--- src/sv/lennard_jones_pair_force_defines.svh ---
// Assertion macros shared by the Lennard-Jones pair force block.
`ifndef LENNARD_JONES_PAIR_FORCE_DEFINES_SVH
`define LENNARD_JONES_PAIR_FORCE_DEFINES_SVH

// Same-cycle implication, disabled during reset.
`define LJPF_ASSERT_IMP(label, clk, rst, ante, cons, msg) \
   label: assert property (@(posedge clk) disable iff (rst) (ante) |-> (cons)) \
      else $error(msg);

// Next-cycle implication, disabled during reset.
`define LJPF_ASSERT_NXT(label, clk, rst, ante, cons, msg) \
   label: assert property (@(posedge clk) disable iff (rst) (ante) |=> (cons)) \
      else $error(msg);

`endif

--- src/sv/ljpf_pkg.sv ---
// Shared types and constants of the Lennard-Jones pair force block.
package ljpf_pkg;

   localparam int CSR_IDX_W   = 4;
   localparam int OPND_W      = 64;
   localparam int PROD_W      = 2 * OPND_W;
   localparam int MUL_STEPS   = 4;
   localparam int RECIP_BITS  = 64;
   localparam int SUM_W       = 48;

   localparam logic [CSR_IDX_W-1:0] REG_BOX_XY   = 4'd0;
   localparam logic [CSR_IDX_W-1:0] REG_BOX_Z    = 4'd1;
   localparam logic [CSR_IDX_W-1:0] REG_ROW0     = 4'd2;
   localparam logic [CSR_IDX_W-1:0] REG_ROW1     = 4'd3;
   localparam logic [CSR_IDX_W-1:0] REG_ROW2     = 4'd4;
   localparam logic [CSR_IDX_W-1:0] REG_CUTOFF   = 4'd5;
   localparam logic [CSR_IDX_W-1:0] REG_FCOEF    = 4'd6;
   localparam logic [CSR_IDX_W-1:0] REG_ECOEF    = 4'd7;

   typedef enum logic [2:0] {
      S_IDLE,
      S_WRAP,
      S_MUL,
      S_WAIT,
      S_CHECK,
      S_DIV,
      S_DIVW,
      S_FIN
   } state_type;

   typedef enum logic [3:0] {
      OP_MAT,
      OP_SQ,
      OP_P4,
      OP_P6,
      OP_P8,
      OP_P12,
      OP_P14,
      OP_TF8,
      OP_TF14,
      OP_TE12,
      OP_TE6,
      OP_FRC
   } op_type;

endpackage

--- src/sv/ljpf_recip.sv ---
// Restoring divider that forms floor((2^64 - 1) / den) one quotient bit per cycle.
module ljpf_recip (
   input  logic                          clock,
   input  logic                          reset,
   input  logic                          start,
   input  logic [31:0]                   den,
   output logic                          done,
   output logic [ljpf_pkg::OPND_W-1:0]   quo
);
   import ljpf_pkg::*;

   logic                run_ff;
   logic                done_ff;
   logic [5:0]          cnt_ff;
   logic [31:0]         den_ff;
   logic [31:0]         rem_ff;
   logic [OPND_W-1:0]   quo_ff;
   logic [32:0]         trial;
   logic [32:0]         diff;
   logic                ge;

   always_comb begin
      trial = {rem_ff, 1'b1};
      diff  = trial - {1'b0, den_ff};
      ge    = trial >= {1'b0, den_ff};
   end

   always_ff @(posedge clock) begin
      if (reset) begin
         run_ff  <= 1'b0;
         done_ff <= 1'b0;
         cnt_ff  <= 6'd0;
      end else begin
         done_ff <= 1'b0;
         if (start) begin
            run_ff <= 1'b1;
            cnt_ff <= 6'd0;
         end else if (run_ff) begin
            cnt_ff <= cnt_ff + 6'd1;
            if (cnt_ff == 6'(RECIP_BITS - 1)) begin
               run_ff  <= 1'b0;
               done_ff <= 1'b1;
            end
         end
      end
   end

   always_ff @(posedge clock) begin
      if (start) begin
         den_ff <= den;
         rem_ff <= 32'd0;
      end else if (run_ff) begin
         rem_ff <= ge ? diff[31:0] : trial[31:0];
         quo_ff <= {quo_ff[OPND_W-2:0], ge};
      end
   end

   assign done = done_ff;
   assign quo  = quo_ff;

endmodule

--- config.mk ---
export PLATFORM = sky130hd
export DESIGN_NAME = ljpf_recip
export DESIGN_NICKNAME = d
export VERILOG_FILES = /design/src/sv/lennard_jones_pair_force_defines.svh /design/src/sv/ljpf_pkg.sv /design/src/sv/ljpf_recip.sv
export SDC_FILE = /design/constraint.sdc
export NUM_CORES = 1
export LEC_CHECK = 0
export BUFFER_PORTS_ARGS = -buffer_cell sky130_fd_sc_hd__buf_4
export CORE_ASPECT_RATIO = 0.6
export CORE_MARGIN = 2
export CORE_UTILIZATION = 45
export DETAILED_ROUTE_END_ITERATION = 10
export PLACE_DENSITY = 0.76
export SYNTH_ARGS = -nofsm -noshare
export SYNTH_HDL_FRONTEND = slang
export SYNTH_SLANG_ARGS = --single-unit
--- constraint.sdc ---
create_clock -name clock -period 3.83 [get_ports clock]
set_input_delay 0.383 -clock clock [delete_from_list [all_inputs] [get_ports clock]]
set_output_delay 0.383 -clock clock [all_outputs]
set_load 0.01 [all_outputs]
==> summary.md, run 1 <==
| Metric | Value |
|---|---|
| Synth warn | 0 |
| Overflow after GRT | 0 |
| Synthesized instance count | 584 |
| Crit path kind | flip-flop to flip-flop |
| Hold-fix buffers, CTS | 0 |
| Mapped Nets | 652 |
| Clock buffer depth | 2 |
| Syn avg cell area | 11.1 µm² |
| HP Class | input port to flip-flop |
| Via Count | 4,807 |
| Critical hold path startpoint | reset |
| Worst hold slack | 0.120 ns |
| ANT cells | 0 |
| All-Layer GR Usage | 19.2% |
| Synthesized flop and latch total | 136 |
| Inserted Clock Buffers | 17 |
| GP Congestion | 0.921 |
| Reg area | 0.00368 mm² |
| Cell Rows | 33 |
| Fmax | 298 MHz |
| RSZ-0062 raised after global routing | no |
| Dpl cell area | 0.00738 mm² |
| DR DRC count | 0 |
| Input/output buffers | 99 |
| Clock Latency Late Sink | 0.42 ns |
| Maximum vdd drop | 248 µV |
| Setup crit end kind | flip-flop |
| Wire per inst | 16.2 µm |
| Largest net degree at the start of global routing | 70 |
| Pwr dens | 498 mW/mm² |
| Min-Delay Endpoint | run_ff$_SDFF_PP0_ |
| I/O Pins | 100 |
| Vias in the first global route | 4,551 |
| Static Leak | 3.14 nW |
| Worst path buffer plus inverter count | 0 |
| WP data arrival | 3.67 ns |
| Initial antenna violation count | 0 |
| Sequential area share after synthesis | 57.0% |
| Design Area, Final | 0.00796 mm² |
| Met1 Use GR | 29.9% |
| Crit path cell chain | ha_1 -> fa_1 -> nand2b_1 -> a21oi_1 -> o21ai_0 -> a2111oi_0 -> o31ai_1 -> a211oi_1 -> nor3_1 -> a211o_1 |
| Startpoint types | flip-flop |
| Gr busiest metal | met1 |
| Setup TNS | 0 ns |
| DR pass1 iterations | 5 |
| Clock root buffer master | clkbuf_16 |
| DP HPWL | 9.94 mm |
| R2R Setup Slk | 0.48 ns |
| Die Ht | 96.9 µm |
| Slew HR | 45.0% |
| Area of the multi-input gates | 0.00252 mm² |
| Met2 GRT Util | 25.9% |
| Critical path fanouts, max | 3 |
| Post_cts resized | 0 |
| Ys flop type | edfxtp_1 |
| Share of cells above drive strength 1 | 21.4% |
| Post-Route WL | 14.4 mm |
| Critical path's top delay family | compound AO/OA/AOI/OAI gates |
| Crit share post-route | 87.6% |
| Synthesized cell area | 0.00647 mm² |
| Reg2Reg Depth | 10 |
| Die area | 0.0154 mm² |
| Setup Skew | 0.0105 ns |
| Post-synth EDFFs | 96 |
| Core Region | 0.0138 mm² |
| Met3 usage | 5.02% |
| Final Hold Fails | 0 |
| ANT nets after route | 0 |
| Worst Path Required | 4.14 ns |
| 1st-iter DRT viols | 424 |
| Least-Margin Pin Slew | 0.825 ns |
| H-tree levels | 4 |
| Setup Fix Bufs, Post-CTS | 0 |
| CP max stage cell | a2111oi_0 |
| Fillers | 1,142 |
| WHS Path Cells | 2 |
| Tmin final | 3.35 ns |
| First-pass GRT wire length | 23.8 mm |
| Max Slew Vio Count | 0 |
| Drt via density | 5.41 |
| Library cells used by synthesis | 61 |
| Reg-to-Reg Start | den_ff[1]$_DFFE_PP_ |
| Synth async-reset ratio | 0% |
| Initial Utilization | 46.8% |
| Reg clk slew, reported paths | 0.06 ns |
| Die Wd | 159 µm |
| Crit Reg-Reg Endpoint | rem_ff[27]$_SDFFE_PP0P_ |
| Final setup fails | 0 |
| Nets | 752 |
| Clk sink count | 136 |
| Status | completed |
| Max-cap violation count | 0 |
| Area Overhead vs Synth | 23.0% |
| CTS tree | yes |
| Delay of the slowest critical-path stage | 0.61 ns |
## layout by cell type (no fill, tap or decap), drive strengths merged, types with 3 or more instances in the layout
cell type and count:
a21oi 53, o211ai 3, nand2 39, inv 54
nor3 9, nor4 7, nor3b 3, nor2b 7
a211oi 22, a311o 3, o21ai 25, nand2b 10
xnor2 16, a2111oi 3, clkbuf 17, nor2 62
a311oi 3, a21o 3, and2 3, mux2 3
and3 3, nand3 5, a221oi 3, buf 103
a31oi 6, mux2i 13, nand4 8, xor2 10
edfxtp 96, o21bai 3, ha 32, dfxtp 40
## stage by stage
stage / instances / utilization, % / setup slack, ns / power, W
2_1_floorplan: 584 / - / 1.06 / 0.00220
3_3_place_gp: 857 / 53.4 / 0.764 / 0.00236
3_5_place_dp: 857 / 53.4 / 0.617 / 0.00238
4_1_cts: 889 / 57.5 / 0.542 / 0.00399
5_1_grt: 889 / 57.5 / 0.265 / 0.00414
6_report: 889 / 57.5 / 0.475 / 0.00396
## sequential cells by signal, indices dropped and copies added, names as in the netlist
register,cells
cnt_ff,6
den_ff,32
done,1
quo,64
rem_ff,32
run_ff,1
## worst register-to-register path, cell delays in order, from the launching register on
cell and delay [ns]:
edfxtp_1 0.38, ha_1 0.24, fa_1 0.41, nand2b_1 0.20, a21oi_1 0.27, o21ai_0 0.21, a2111oi_0 0.61, o31ai_1 0.22
a211oi_1 0.38, nor3_1 0.10, a211o_1 0.23
## cell type report
cell class / instances / share of cell area, %
Sequential cell: 136 / 46.3
Multi-Input combinational cell: 383 / 31.7
Inverter: 43 / 2.06
Tap cell: 192 / 3.02
Clock buffer: 17 / 5.35
Timing Repair Buffer: 103 / 9.72
Clock inverter: 15 / 1.90
## where the power goes
| group | switching (W) | total (W) | internal, W | leakage [nW] |
|---|---|---|---|---|
| sequential | 0.0000429 | 0.00170 | 0.00165 | 1.19 |
| combinational | 0.000398 | 0.000666 | 0.000268 | 1.67 |
| clock | 0.000727 | 0.00160 | 0.000870 | 0.280 |
## Yosys cell counts, types with 5 or more instances
library cell  count  area share (%)
nand2_1          38             2.2
edfxtp_1         96              45
nand2b_1         10            0.97
nand4_1           8            0.77
clkbuf_1         15            0.87
o21ai_0          24             1.9
nand3_1           5            0.39
nor2_1           62             3.6
mux2i_1          13             2.0
nor4_1            7            0.68
nor3_1            8            0.62
nor2b_1           7            0.68
inv_1            42             2.4
ha_1             32             6.2
a211oi_1         21             2.4
a31oi_1           6            0.58
dfxtp_1          40              12
a21oi_1          52             4.0
xnor2_1          16             2.2
xor2_1           10             1.4
## cells by family after synthesis
family	after synthesis	share of synthesized area, %
fa+ha+maj	33	6.50
xor+xnor	26	3.52
mux	16	2.53
buf+inv	65	4.10
compound gates	142	14.0
flops	136	57.0
simple gates	166	12.4
## worst max path at each step
stage                   startpoint                       to  slack (ns)  depth (start not counted)
3_5_place_dp   den_ff[1]$_DFFE_PP_  rem_ff[31]$_SDFFE_PP0P_        0.62                         10
4_1_cts        den_ff[1]$_DFFE_PP_  rem_ff[31]$_SDFFE_PP0P_        0.54                         10
2_1_floorplan  den_ff[1]$_DFFE_PP_  rem_ff[27]$_SDFFE_PP0P_        1.06                         10
3_3_place_gp   den_ff[1]$_DFFE_PP_  rem_ff[31]$_SDFFE_PP0P_        0.76                         10
6_report       den_ff[1]$_DFFE_PP_  rem_ff[27]$_SDFFE_PP0P_        0.48                         10
5_1_grt        den_ff[1]$_DFFE_PP_  rem_ff[27]$_SDFFE_PP0P_        0.27                         10
## metal layers
metal | share of wire [%] | up-vias | wire [µm]
met5 | 0 | - | 0
met4 | 1.0 | 0 | 149
met3 | 6.7 | 14 | 970
met2 | 41 | 170 | 5870
met1 | 51 | 2278 | 7390
li1 | - | 2345 | -
No activity file was read; power rests on OpenSTA's default activity.
==> run 2, diff against run 1 <==
--- a/config.mk
+++ b/config.mk
@@ -9,6 +9,7 @@
 export CORE_ASPECT_RATIO = 0.6
 export CORE_MARGIN = 2
 export CORE_UTILIZATION = 45
+export CTS_BUF_LIST = sky130_fd_sc_hd__clkbuf_4
 export DETAILED_ROUTE_END_ITERATION = 10
 export PLACE_DENSITY = 0.76
 export SYNTH_ARGS = -nofsm -noshare
==> run 2 against run 1 <==
Critical path depth unchanged; clock skew up 0.0082 ns; core utilization up 0.24 points; via count up 2.5%; largest power group unchanged; worst setup slack better by 0.046 ns; largest cell class unchanged; wire length up 0.16%; combinational power up 3.9%; maximum frequency up 1.4%; die area unchanged; sequential cell count unchanged.
==> summary.md, run 2 (same netlist as run 1, synthesis figures left out) <==
| Metric | Value |
|---|---|
| Crit share post-route | 86.4% |
| Leading cell type in the layout, fill and taps excluded | buf_4 |
| WHS Path Cells | 1 |
| Most frequent cells in the layout | buf_4 (103), edfxtp_1 (96), nor2_1 (62) |
| Initial Utilization | 46.8% |
| Drt via density | 5.34 |
| Critical path fanouts, max | 3 |
| Worst hold slack | 0.421 ns |
| Pint | 0.00224 W |
| Overflow after GRT | 0 |
| Comb pwr share | 20.8% |
| Die area | 0.0154 mm² |
| Crit Reg-Reg Endpoint | rem_ff[31]$_SDFFE_PP0P_ |
| Initial antenna violation count | 0 |
| Vias in the first global route | 4,613 |
| Startpoint types | flip-flop |
| Share of cells above drive strength 1 | 20.4% |
| Fmax | 302 MHz |
| DR DRC count | 0 |
| Reg clk slew, reported paths | 0.14 ns |
| Clock Latency Late Sink | 0.54 ns |
| DR pass1 iterations | 6 |
| Post-Route WL | 14.4 mm |
| Nets | 785 |
| HP Class | input port to flip-flop |
| Worst Path Required | 4.31 ns |
| Setup TNS | 0 ns |
| Min-Delay Endpoint | den_ff[18]$_DFFE_PP_ |
| RSZ-0062 raised after global routing | no |
| Crit path kind | flip-flop to flip-flop |
| Max Slew Vio Count | 0 |
| Critical hold path startpoint | start |
| DP HPWL | 9.94 mm |
| GP Congestion | 0.921 |
| Die Wd | 159 µm |
| Reg-to-Reg Start | den_ff[1]$_DFFE_PP_ |
| Clock power frac | 28.1% |
| Reg2Reg Depth | 10 |
| Pwr dens | 416 mW/mm² |
| H-tree levels | 4 |
| Switching pwr | 0.00108 W |
| ANT nets after route | 0 |
| Largest net degree at the start of global routing | 70 |
| Area Overhead vs Synth | 23.5% |
| First-pass GRT wire length | 23.7 mm |
| Cell Rows | 33 |
| Status | completed |
| Clk sink count | 136 |
| Static Leak | 3.14 nW |
| Core Region | 0.0138 mm² |
| Inserted Clock Buffers | 17 |
| Die Ht | 96.9 µm |
| Setup Fix Bufs, Post-CTS | 0 |
| Tmin final | 3.31 ns |
| Least-Margin Pin Slew | 0.819 ns |
| Slew HR | 45.4% |
| ANT cells | 0 |
| All-Layer GR Usage | 19.1% |
| Design Area, Final | 0.00799 mm² |
| Maximum vdd drop | 184 µV |
| Seq pwr share | 51.1% |
| Setup WS post-layout | 0.521 ns |
| Final Hold Fails | 0 |
| Hold-fix buffers, CTS | 33 |
| Crit path from | den_ff[1]$_DFFE_PP_ |
| Setup crit end kind | flip-flop |
| Largest register FFs | 64 |
| WP data arrival | 3.79 ns |
| Via Count | 4,927 |
| Pre-CTS WS | 0.617 ns |
| Clock root buffer master | clkbuf_4 |
| Max-cap violation count | 0 |
| Clock buffer depth | 2 |
| Input/output buffers | 99 |
| Setup Skew | 0.0188 ns |
| Final setup fails | 0 |
| 1st-iter DRT viols | 524 |
| Dpl cell area | 0.00738 mm² |
| I/O Pins | 100 |
| R2R Setup Slk | 0.52 ns |
| CTS tree | yes |
| Fillers | 1,162 |
| Total power | 0.00332 W |
| Wire per inst | 15.6 µm |
| Fraction of power spent switching nets | 32.5% |
| Post_cts resized | 0 |
run 2: cell count changes in the layout (fill, tap and decap cells not counted):
cell	delta
clkbuf_4	+17
clkbuf_16	-17
dlygate4sd3_1	+33
run 2: layer usage:
metal | GRT usage (%) | vias up | share of wire, %
met1 | 29.4 | 2327 | 51
li1 | - | 2416 | -
met2 | 26.4 | 167 | 41
met5 | 0 | - | 0
met4 | 5.65 | 0 | 1.1
met3 | 4.33 | 17 | 6.1
run 2: stage by stage:
| stage | std cells | utilization [%] |
|---|---|---|
| 3_5_place_dp | 857 | 53.4 |
| 5_1_grt | 922 | 57.8 |
| 2_1_floorplan | 584 | - |
| 3_3_place_gp | 857 | 53.4 |
| 6_report | 922 | 57.8 |
| 4_1_cts | 922 | 57.8 |
run 2: worst max path at each step:
stage / endpoint / depth (start not counted)
global route: rem_ff[31]$_SDFFE_PP0P_ / 10
CTS: rem_ff[31]$_SDFFE_PP0P_ / 10
finish: rem_ff[31]$_SDFFE_PP0P_ / 10
detailed placement: rem_ff[31]$_SDFFE_PP0P_ / 10
floorplan: rem_ff[27]$_SDFFE_PP0P_ / 10
global placement: rem_ff[31]$_SDFFE_PP0P_ / 10
run 2: final cells by class:
cell class	count	area [µm²]	area share [%]
inverters	43	164	2.05
clock inverters	15	151	1.89
well taps	192	240	3.01
flip-flops and latches	136	3680	46.1
multi-input cells	383	2520	31.5
repair buffers	136	1100	13.8
clock buffers	17	128	1.60
run 2: worst max-delay path: stages, from the launching register on:
cell       delay, ns
edfxtp_1        0.40
ha_1            0.24
fa_1            0.41
nand2b_1        0.19
a21oi_1         0.24
o21ai_0         0.18
a2111oi_0       0.61
o31ai_1         0.22
a21oi_1         0.26
mux2_2          0.36
a21oi_1         0.15
run 2: power by group through the flow:
stage          Clock [W]  Sequential (W)  Combinational [W]
3_3_place_gp           0         0.00172           0.000638
4_1_cts         0.000967         0.00170           0.000682
3_5_place_dp           0         0.00173           0.000648
6_report        0.000933         0.00170           0.000692
5_1_grt          0.00103         0.00171           0.000763
2_1_floorplan          0         0.00173           0.000470
==> run 3, diff against run 2 <==
--- a/config.mk
+++ b/config.mk
@@ -5,13 +5,14 @@
 export SDC_FILE = /design/constraint.sdc
 export NUM_CORES = 1
 export LEC_CHECK = 0
+export ABC_AREA = 1
 export BUFFER_PORTS_ARGS = -buffer_cell sky130_fd_sc_hd__buf_4
 export CORE_ASPECT_RATIO = 0.6
 export CORE_MARGIN = 2
 export CORE_UTILIZATION = 45
 export CTS_BUF_LIST = sky130_fd_sc_hd__clkbuf_4
 export DETAILED_ROUTE_END_ITERATION = 10
-export PLACE_DENSITY = 0.76
+export PLACE_DENSITY = 0.75
 export SYNTH_ARGS = -nofsm -noshare
 export SYNTH_HDL_FRONTEND = slang
 export SYNTH_SLANG_ARGS = --single-unit
==> run 3 against run 2 <==
Critical path depth grew 4; wire length grew 23%; largest cell class unchanged; sequential power shrank 3%.
==> summary.md, run 3 <==
| Metric | Value |
|---|---|
| Status | completed |
| Max-cap violation count | 0 |
| RSZ-0062 raised after global routing | no |
| Crit path kind | flip-flop to flip-flop |
| Initial antenna violation count | 0 |
| First-pass GRT wire length | 27.2 mm |
| Synthesized flop and latch total | 136 |
| Library cells used by synthesis | 39 |
| Crit path from | den_ff[1]$_DFFE_PP_ |
| Input/output buffers | 99 |
| Overflow after GRT | 0 |
| Cell Rows | 36 |
| H-tree levels | 4 |
| Setup crit end kind | flip-flop |
| Mapped Nets | 942 |
| Via Count | 6,093 |
| Share of cells above drive strength 1 | 19.4% |
| HP Class | flip-flop to flip-flop |
| Clk sink count | 136 |
| Static Leak | 3.91 nW |
| Reg clk slew, reported paths | 0.13 ns |
| Top post-synthesis cells by area | edfxtp_1 (39%), nand2_1 (13%), dfxtp_1 (11%) |
| Final setup fails | 0 |
| Pre-CTS WS | 0.900 ns |
| Core Region | 0.0161 mm² |
| Post-synth top cells | nand2_1 (256), inv_1 (136), edfxtp_1 (96), nor2_1 (73), nand3_1 (60) |
| DR pass1 iterations | 5 |
| Clock root buffer master | clkbuf_4 |
| Worst Path Required | 4.22 ns |
| ANT nets after route | 0 |
| Maximum vdd drop | 162 µV |
| Syn avg cell area | 8.40 µm² |
| Nets | 1,079 |
| Post-Route WL | 17.6 mm |
| Post-synth top area share | 39.3% |
| ANT cells | 0 |
| Vias in the first global route | 5,321 |
| Startpoint types | flip-flop |
| Die area | 0.0174 mm² |
| Cell taking the most area after synthesis | edfxtp_1 |
| Post-synth EDFFs | 96 |
| Largest net degree at the start of global routing | 67 |
| Fmax | 334 MHz |
| Design Area, Final | 0.00889 mm² |
| Synth warn | 0 |
| WP data arrival | 3.38 ns |
| All-Layer GR Usage | 20.4% |
| Least-Margin Pin Slew | 0.913 ns |
| Post_cts resized | 0 |
| Pwr dens | 330 mW/mm² |
| Tmin final | 2.99 ns |
| Leading cell type in the layout, fill and taps excluded | nand2_1 |
| Synthesized cell area | 0.00734 mm² |
| R2R Setup Slk | 0.84 ns |
| Initial Utilization | 45.7% |
| GP Congestion | 0.949 |
| Slew HR | 39.1% |
| Max Slew Vio Count | 0 |
| Most frequent cells in the layout | nand2_1 (256), inv_1 (136), buf_4 (101) |
| Dpl cell area | 0.00828 mm² |
| Critical path fanouts, max | 55 |
| Clock buffer depth | 2 |
| Clock Latency Late Sink | 0.54 ns |
| Reg2Reg Depth | 14 |
| Setup TNS | 0 ns |
| Area Overhead vs Synth | 21.0% |
| 1st-iter DRT viols | 603 |
| I/O Pins | 100 |
| Setup Skew | 0.0211 ns |
| DR DRC count | 0 |
| Largest register FFs | 64 |
| Synthesized instance count | 874 |
| Worst setup path end | rem_ff[25]$_SDFFE_PP0P_ |
| Die Wd | 169 µm |
| Crit Reg-Reg Endpoint | rem_ff[25]$_SDFFE_PP0P_ |
| Worst hold slack | 0.452 ns |
| Die Ht | 103 µm |
| Sequential area share after synthesis | 50.2% |
| DP HPWL | 12.9 mm |
| Wire per inst | 14.3 µm |
| Count leader, synth | nand2_1 |
| Crit share post-route | 78.1% |
| Final Hold Fails | 0 |
| Reg-to-Reg Start | den_ff[1]$_DFFE_PP_ |
| Drt via density | 4.94 |
| Setup WS post-layout | 0.840 ns |
| Synth async-reset ratio | 0% |
| Ys flop type | edfxtp_1 |
| Inserted Clock Buffers | 17 |
| CTS tree | yes |
## run 3: cell types whose count changed after synthesis, moves of 11 or more
cell	change
inv_1	+94
a211oi_1	-21
nand2_1	+218
nor2_2	+22
nor2_1	+11
a21oi_1	-14
o21ai_0	-19
nand2_2	+12
nand3_1	+55
a21oi_2	+17
mux2i_1	-13
## run 3: what timing repair did
item,4_1_cts,5_1_grt
hold endpoints to repair,33,0
hold buffers,33,0
setup buffers,0,0
## run 3: layout make-up
type | count | area [µm²]
Clock inverter | 14 | 143
Sequential cell | 136 | 3680
Timing Repair Buffer | 135 | 1110
Multi-Input combinational cell | 583 | 3040
Tap cell | 209 | 262
Fill cell | 1508 | 7190
Clock buffer | 18 | 135
Inverter | 138 | 518
## run 3: worst max-delay path, stage by stage, from the launching register on
cell      delay [ns]
edfxtp_1        0.44
ha_1            0.27
fa_1            0.41
inv_1           0.09
nand2_1         0.05
nand2_1         0.10
nand3_2         0.07
nand2_2         0.14
nand2_2         0.07
nand2_2         0.12
nand2_2         0.08
nand3_4         0.50
nand3_1         0.31
nand2_1         0.16
a21oi_2         0.06
## run 3: logic make-up after synthesis
group | Yosys count | synth area share, %
buffers and inverters | 155 | 8.57
DFF | 136 | 50.2
AOI/OAI and AO/OA | 69 | 5.84
xor gates and xnor gates | 14 | 1.67
adders and majority gates | 33 | 5.72
and+or+nand+nor | 467 | 28.0
## run 3: layer usage
layer	wire, µm	track usage [%]	vias to the layer above
met1	9080	31.3	2788
li1	-	-	3084
met5	0	0	-
met2	6870	27.4	203
met3	1570	6.26	18
met4	130	5.04	0
## run 3: through the flow
step           total power (W)  instances  util (%)
2_1_floorplan          0.00186        874         -
5_1_grt                0.00306       1233      55.3
4_1_cts                0.00297       1233      55.3
3_5_place_dp           0.00198       1168      51.5
6_report               0.00293       1233      55.3
3_3_place_gp           0.00197       1168      51.5
## run 3: how the worst min path moves through the flow
stage / from / end / slack [ns] / cells past startpoint
2_1_floorplan: cnt_ff[5]$_SDFFE_PP0P_ / done$_SDFF_PP0_ / 0.45 / 2
3_3_place_gp: quo[14]$_DFFE_PP_ / quo[15]$_DFFE_PP_ / 0.43 / 0
3_5_place_dp: quo[14]$_DFFE_PP_ / quo[15]$_DFFE_PP_ / 0.43 / 0
4_1_cts: start / rem_ff[14]$_SDFFE_PP0P_ / 0.42 / 2
5_1_grt: start / rem_ff[15]$_SDFFE_PP0P_ / 0.44 / 2
6_report: quo[27]$_DFFE_PP_ / quo[28]$_DFFE_PP_ / 0.45 / 0
## run 3: report_power, final
part	internal, W	total [W]	leakage (nW)	switching (W)
Sequential	0.00163	0.00165	1.23	0.0000233
Combinational	0.000132	0.000322	2.54	0.000190
Clock	0.000347	0.000956	0.147	0.000608
